**config.mk**
```make
export PLATFORM = sky130hd
export DESIGN_NAME = ofps_ram
export DESIGN_NICKNAME = d
export VERILOG_FILES = /design/src/sv/ofps_ram.sv
export SDC_FILE = /design/constraint.sdc
export NUM_CORES = 1
export LEC_CHECK = 0
export ABC_AREA = 1
export BUFFER_PORTS_ARGS = -buffer_cell sky130_fd_sc_hd__clkbuf_2
export CORE_UTILIZATION = 45
export DETAILED_ROUTE_END_ITERATION = 6
export GPL_ROUTABILITY_DRIVEN = 0
export HOLD_SLACK_MARGIN = 0.05
export REMOVE_ABC_BUFFERS = 1
export SETUP_SLACK_MARGIN = 0.1
export SLEW_MARGIN = 20
export SYNTH_ARGS = -nofsm -noshare
export SYNTH_HDL_FRONTEND = slang
export SYNTH_SLANG_ARGS = --single-unit
```
**constraint.sdc**
```tcl
create_clock -name aclk -period 5.3 [get_ports aclk]
set_clock_uncertainty 0.15 [all_clocks]
set_input_delay 0 -clock aclk [delete_from_list [all_inputs] [get_ports aclk]]
set_output_delay 0 -clock aclk [all_outputs]
set_load 0.02 [all_outputs]
```
**src/sv/ofps_ram.sv**
```systemverilog
// ----------------------------------------------------------------------------
// ofps_ram
// generic single write, single read ram with registered read data
// ----------------------------------------------------------------------------
module ofps_ram #(
    parameter int WIDTH = 16,
    parameter int DEPTH = 64
) (
    input  logic                     aclk,
    input  logic                     wr_en,
    input  logic [$clog2(DEPTH)-1:0] wr_addr,
    input  logic [WIDTH-1:0]         wr_data,
    input  logic [$clog2(DEPTH)-1:0] rd_addr,
    output logic [WIDTH-1:0]         rd_data
);

    logic [WIDTH-1:0] mem [DEPTH];

    always_ff @(posedge aclk) begin
        if (wr_en) begin
            mem[wr_addr] <= wr_data;
        end
        rd_data <= mem[rd_addr];
    end

endmodule

```
# Word-level counts from Yosys, hierarchy flattened
# Memories as Yosys holds them, arrays and structs flattened. A register that Yosys moved wholly into a read port is not among the register bits.
# Cells that the tools add are included.
# op_classes
mux	2
# op_table
operator	count
2-to-1 mux 1 bit	2
# totals
in_bits	30
mem_bits_rw	1024
regBits	0
n_memories	1
wordCells	3
# memory_table
memory	depth	word_bits	read_ports	rd_ports_with_merged_regs	write_ports	line_no	text
mem	64	16	1	1	1	17	logic [WIDTH-1:0] mem [DEPTH];

# Logic depth before layout (Yosys ltp)
# Gate-level depths: netlist of the first run.
# logic_depth
depth_word	2
mapped_depth	12

# Worst setup path after synthesis of the first run
# OpenSTA, ideal clock, no wires.
# synth_path
path_kind	input port to flip-flop
from	input wr_en
to	memory mem[48][0], enable pin
arrival_time_ns	2.124
required_ns	4.719
stages	3
setup_slack_ns	2.596
setup_time_ns	0.431
cell_sequence	clkbuf_1 -> nand4_1 -> nor4_1
# synth_between
elab_chain_cells	2
# synth_lines
item	line_no	text
from (decl)	10	input logic wr_en,
2-to-1 mux 1 bit	20	if (wr_en) begin
2-to-1 mux 1 bit (implied by the code)	21	mem[wr_addr] <= wr_data;
to (decl)	17	
# Every way passes these cells.

==> parameters.txt, run 1 <==
Parameter                              Value

Floorplan
  Number of primary I/O pins    46
  Chip Height    308 µm
  Initial core utilization    0.457
  Die width    slightly above 300 µm
  Site Rows    around 110
  Core Region    0.0922 mm²
  Die outline area    0.0948 mm²

Setup path
  Endpoint of the worst register-to-register path    rd_data[0]
  Launch point of the worst reg-to-reg path    mem[49][0]
  Req. time, crit path    about 5700 ps
  R2R cell count    9
  Largest fanout on the critical path    ~130
  Critical Path Source Type    primary input
  Worst-case register-to-register setup slack    between 3000 and 4000 ps
  Critical path data arrival time    around 3600 ps
  Crit. End Element    flop
  Critical path class    primary input to flop

Placement
  Placed Cells incl. Taps    4684
  Quantity of I/O buffers inserted on ports    45
  Cell area after placement    0.0434 mm²
  Post-DP HPWL    a little under 60000 µm
  Worst slack at placement    2090 ps

STA
  Period Utilization, post-route    0.605
  Shortest period the worst path allows    ~3200 ps
  Least-Margin Pin Slew    1100 ps
  Relative max-transition margin    0.270
  Post-route setup slack    between 2000 and 2500 ps
  Final hold viol count    0
  Setup TNS    0 ps
  Total of endpoints with negative setup slack in the final report    0
  Worst slack on hold paths    just under 200 ps
  Unrepaired setup endpoints after global routing    no
  Slew Limit Fails    0
  Fmax    between 0.3 and 0.4 GHz

Synthesis
  Largest cells by area after synthesis    edfxtp_1 73%, nand2_1 12%, nand3_1 10%, buf_2 1.3%, buf_6 1.3%
  Fraction of the yosys area taken by sequential cells    0.738
  Xor-xnor portion of the synthesized cell area    0
  Post-synth cell types    16
  Simple-Gate Fraction of Synth Area    0.227
  Portion of synthesized cell area occupied by the leading cell type    0.730
  Number of instances in the synthesized netlist    3517
  Most area-hungry cell type in the Yosys netlist    edfxtp_1
  Compound-gate portion of the synthesized area    0
  Multiplexer share of the synthesized area    0
  Count of state elements after synthesis    ~1000
  Combined area of all synthesized cells    0.0421 mm²
  Dominant combinational cell family by area after synthesis    simple AND/OR/NAND/NOR gates
  Average footprint of a synthesized cell    12.0 µm²
  YS warnings    0
  Adder and majority gate portion of the synthesized area    0

Hold path
  Worst hold-check path type    primary input to flop
  Worst hold stages    3
  Source of the worst hold timing path    wr_en
  Hold EP    mem[56][10]

Final layout
  Final instance count without filler cells    4908
  Most common cell after layout, fill and taps aside    nand2_1
  Fin util    0.511
  Post-synthesis to final-layout area growth    11.9%
  Final-stage net count    3612
  Share of layout cells above drive strength 1    0.0854
  Commonest cells after routing, fill and taps aside    1296 x nand2_1, 1024 x edfxtp_1, 871 x nand3_1, 109 x clkbuf_16, 98 x buf_4
  Fin area    ~0.047 mm²

Power and ir drop
  Overall Power    17.5 mW
  P_sw    between 3 and 4 mW
  Sequential cell fraction of total power    0.521
  Combinational cell fraction of total power    0.062
  Static Leakage    16.9 nW
  Internal power component    13.6 mW
  Clock power share    0.417
  Fraction of power spent switching nets    0.225
  IR drop worst, VDD    0.207 mV
  Power per cell area    373 mW/mm²

Detailed routing
  Routed WL per cell    between 20 and 25 µm
  Via-per-instance ratio    5.53
  Total vias in the final route    27200
  Drt pass-1 iters    5
  Antenna viol nets, final    0
  Detailed-route DRC error count    0
  Number of DRC markers in iteration 0    3279
  Final routed wirelength across all metal layers    roughly 120000 µm

GRT
  First-pass GRT wire length    between 150000 and 200000 µm
  Maximum number of pins on one net before global-route repair    182
  GRT Residual Overflow    0
  Antenna violations before repair    6
  Vias in the first global route    25800
  All-Layer GR Usage    0.243

Clock tree
  Master cell of the clock root buffer    clkbuf_16
  CTS sink count    ~1000
  Post-CTS setup buffer count    0
  CTS H-Tree Depth    3
  Worst-skew pair later-pin latency    670 ps
  TritonCTS clock tree    built
  Clock transition at the registers of the reported paths    roughly 60 ps
  Num CTS Buffers    106
  Max clock buf depth    3
  Resized Gates After CTS    0

Run
  Max Cap Violations    0

Outcome
  Result of the run    finished clean
==> what timing repair did <==
action | 4_1_cts | 5_1_grt
hold endpoints to repair | 1238 | 0
hold buffers | 33 | 0
setup endpoints to repair | 0 | 0
==> Yosys cell counts <==
cell type / number
buf_1: 17
buf_2: 113
buf_4: 19
buf_6: 49
buf_8: 1
clkbuf_1: 26
dfxtp_1: 16
edfxtp_1: 1024
inv_1: 9
inv_2: 2
inv_8: 1
nand2_1: 1296
nand3_1: 871
nand4_1: 9
nor2_1: 56
nor4_1: 8
==> critical path, cell delays in order <==
cell and delay [ps]:
dlygate4sd3_1 560, buf_8 220, inv_8 600, buf_4 740
nand3_1 170, nand3_1 110, nand2_1 60, nand2_1 50
nand3_1 370, nand3_1 270, nand2_1 80
==> worst max-delay path by stage <==
stage / startpoint / endpoint / cells after the start / slack, ps
after detailed placement: rd_addr[1] / rd_data[3] / 10 / 2090
after CTS: rd_addr[1] / rd_data[3] / 11 / 2200
after floorplan: rd_addr[1] / rd_data[6] / 8 / 2430
final: rd_addr[1] / rd_data[3] / 11 / 2090
after global routing: rd_addr[1] / rd_data[3] / 11 / 2010
after global placement: rd_addr[1] / rd_data[3] / 10 / 2100
==> sequential cells by signal, indices dropped and copies added, names as in the netlist <==
register  flops
mem        1024
rd_data      16
==> power groups by stage <==
| stage | combinational, mW | clock, mW | sequential (mW) |
|---|---|---|---|
| after global routing | 1.19 | 7.69 | 9.14 |
| final | 1.10 | 7.31 | 9.14 |
| after detailed placement | 1.07 | 0 | 9.31 |
| after global placement | 1.06 | 0 | 9.31 |
| after CTS | 1.09 | 7.38 | 9.14 |
| after floorplan | 0.454 | 0 | 9.31 |
==> per-layer routing <==
layer  wire length (µm)  GRT usage
met1              49800      0.356
met3               9130     0.0295
met4               2750     0.0736
met2              53500      0.380
met5                  0          0
==> cell families after synthesis <==
kind of cell / count (synthesis)
buffers and inverters: 237
DFF: 1040
and+or+nand+nor: 2240
==> final cells by class <==
class	instances	area, µm²
fill	7984	45100
sequential	1040	31100
multi-input combinational	2240	9600
clock buffer	137	2870
tap	1243	1560
timing repair buffer	182	1440
clock inverter	53	487
inverter	12	73.8
antenna	1	2.50
No activity file was read; power rests on OpenSTA's default activity.
==> run 2: changes to the inputs <==
- clock period: 5.3 -> 3.05 ns (I/O delays scaled with it)
==> parameters.txt, run 2 (same netlist as run 1, synthesis figures left out) <==
Parameter                              Value

Final layout
  Final instance count without filler cells    4958
  Sequential cell area    0.0311 mm²
  Reg with most FFs    mem
  Final-stage net count    3654
  Post-synthesis to final-layout area growth    13.7%
  Largest registers    mem (1024), rd_data (16)
  Share of layout cells above drive strength 1    0.0975
  Fin util    0.519
  Number of fill cells    7913
  Multi-input gate area in the final layout    0.00960 mm²
  Commonest cells after routing, fill and taps aside    1296 x nand2_1, 1024 x edfxtp_1, 871 x nand3_1, 117 x buf_4, 110 x clkbuf_16
  Flip-flop count of the largest register, all copies and words added    1024
  Most common cell after layout, fill and taps aside    nand2_1

Setup path
  Critical Path Source Type    primary input
  R2R cell count    10
  Crit. End Element    flop
  Endpoint of the worst register-to-register path    rd_data[0]
  Critical path class    primary input to flop
  Req. time, crit path    3480 ps
  Launch point of the worst reg-to-reg path    mem[55][0]
  Largest fanout on the critical path    57
  Worst-case register-to-register setup slack    570 ps
  Critical path data arrival time    about 3300 ps

Outcome
  Result of the run    finished clean

Power and ir drop
  P_sw    7.03 mW
  Sequential cell fraction of total power    0.513
  Power per cell area    647 mW/mm²
  Fraction of power spent switching nets    0.227
  Combinational cell fraction of total power    0.065
  Clock power share    0.422
  IR drop worst, VDD    0.425 mV
  Internal power component    23.9 mW
  Static Leakage    17.3 nW

STA
  Period Utilization, post-route    0.926
  Fmax    0.354 GHz
  Shortest period the worst path allows    2820 ps
  Relative max-transition margin    0.322
  Final hold viol count    0
  Setup TNS    0 ps
  Total of endpoints with negative setup slack in the final report    0
  Unrepaired setup endpoints after global routing    no
  Least-Margin Pin Slew    around 1000 ps
  Slew Limit Fails    0

Run
  Max Cap Violations    0

Detailed routing
  Detailed-route DRC error count    0
  Drt pass-1 iters    6
  Final routed wirelength across all metal layers    115000 µm
  Total vias in the final route    27200
  Routed WL per cell    23.3 µm
  Via-per-instance ratio    5.49
  Antenna viol nets, final    0
  Number of DRC markers in iteration 0    3002

GRT
  All-Layer GR Usage    0.242
  First-pass GRT wire length    169000 µm
  Antenna violations before repair    3
  GRT Residual Overflow    0
  Vias in the first global route    approximately 26000
  Maximum number of pins on one net before global-route repair    115

Floorplan
  Site Rows    111
  Core Region    0.0922 mm²
  Die outline area    0.0948 mm²
  Chip Height    308 µm
  Initial core utilization    0.457
  Die width    slightly above 300 µm
  Number of primary I/O pins    46

Placement
  Post-DP HPWL    66800 µm
  Quantity of I/O buffers inserted on ports    45
  Placed Cells incl. Taps    4725

Clock tree
  Worst-skew pair later-pin latency    690 ps
  Master cell of the clock root buffer    clkbuf_16
  Post-CTS setup buffer count    0
  TritonCTS clock tree    built
  CTS sink count    around 1000
  CTS H-Tree Depth    3
  Clock transition at the registers of the reported paths    60 ps
  Max clock buf depth    3
  Num CTS Buffers    approximately 110

Hold path
  Source of the worst hold timing path    wr_data[13]
  Worst hold stages    1
  Worst hold-check path type    primary input to flop
  Hold EP    mem[31][13]
-- run 2: changes by cell type in the layout (fill, tap and decap cells not counted), sizes merged --
cell	change
clkinv	+9
clkbuf	-4
dlymetal6s4s	+1
buf	+41
dlygate4sd3	-3
bufinv	+3
clkinvlp	+3
-- run 2: how the worst max path moves through the flow --
stage | startpoint | end | slack (ps) | depth (start not counted)
final | rd_addr[1] | rd_data[0] | 230 | 13
after global routing | rd_addr[1] | rd_data[0] | 160 | 13
after CTS | rd_addr[0] | rd_data[0] | 180 | 14
after detailed placement | rd_addr[0] | rd_data[15] | 760 | 11
after global placement | wr_addr[1] | mem[33][1] | 770 | 5
after floorplan | rd_addr[1] | rd_data[6] | 180 | 8
-- run 2: repair_timing --
item,CTS,global route
setup endpoints to repair,0,1
resized for setup,0,7
hold buffers,31,0
endpoints found under the hold margin,829,0
-- run 2: metal layers --
layer  up-vias  GRT usage  wire [µm]
li1      12600          -          -
met2      1099      0.369      52600
met4         2     0.0650       2640
met5         -          0         13
met3       159     0.0448       9620
met1     13400      0.357      50500
-- run 2: final cells by class --
class                           instances  area share
Tap cell                             1243      0.0325
Multi-Input combinational cell       2240       0.201
Antenna cell                            1   0.0000523
Timing Repair Buffer                  222      0.0424
Clock inverter                         67      0.0138
Sequential cell                      1040       0.649
Timing Repair inverter                  1    0.000235
Clock buffer                          132      0.0592
Inverter                               12     0.00170
-- run 2: worst max-delay path: stages --
cell	delay, ps
dlygate4sd3_1	560
buf_8	190
inv_8	280
buf_12	310
nand3_1	120
nand3_1	130
nand2_1	70
nand2_1	80
nand3_1	80
dlygate4sd3_1	590
nand3_1	90
dlygate4sd3_1	580
nand2_1	50
-- run 2: stage by stage --
stage               setup slack [ps]  hold WS (ps)  power, mW  area, µm²
floorplan                        182         -51.1       17.0      40700
finish                           227          59.1       31.0      47800
CTS                              181          63.2       31.1      47800
global placement                 767           292       18.1      44000
global route                     163          77.3       31.8      47800
detailed placement               758           301       18.1      44000
-- run 2: power groups by stage --
stage | Combinational (mW) | Clock (mW) | Sequential [mW]
after floorplan | 0.790 | 0 | 16.2
final | 2.01 | 13.1 | 15.9
after global placement | 1.94 | 0 | 16.2
after CTS | 1.99 | 13.2 | 15.9
after global routing | 2.17 | 13.8 | 15.9
after detailed placement | 1.95 | 0 | 16.2
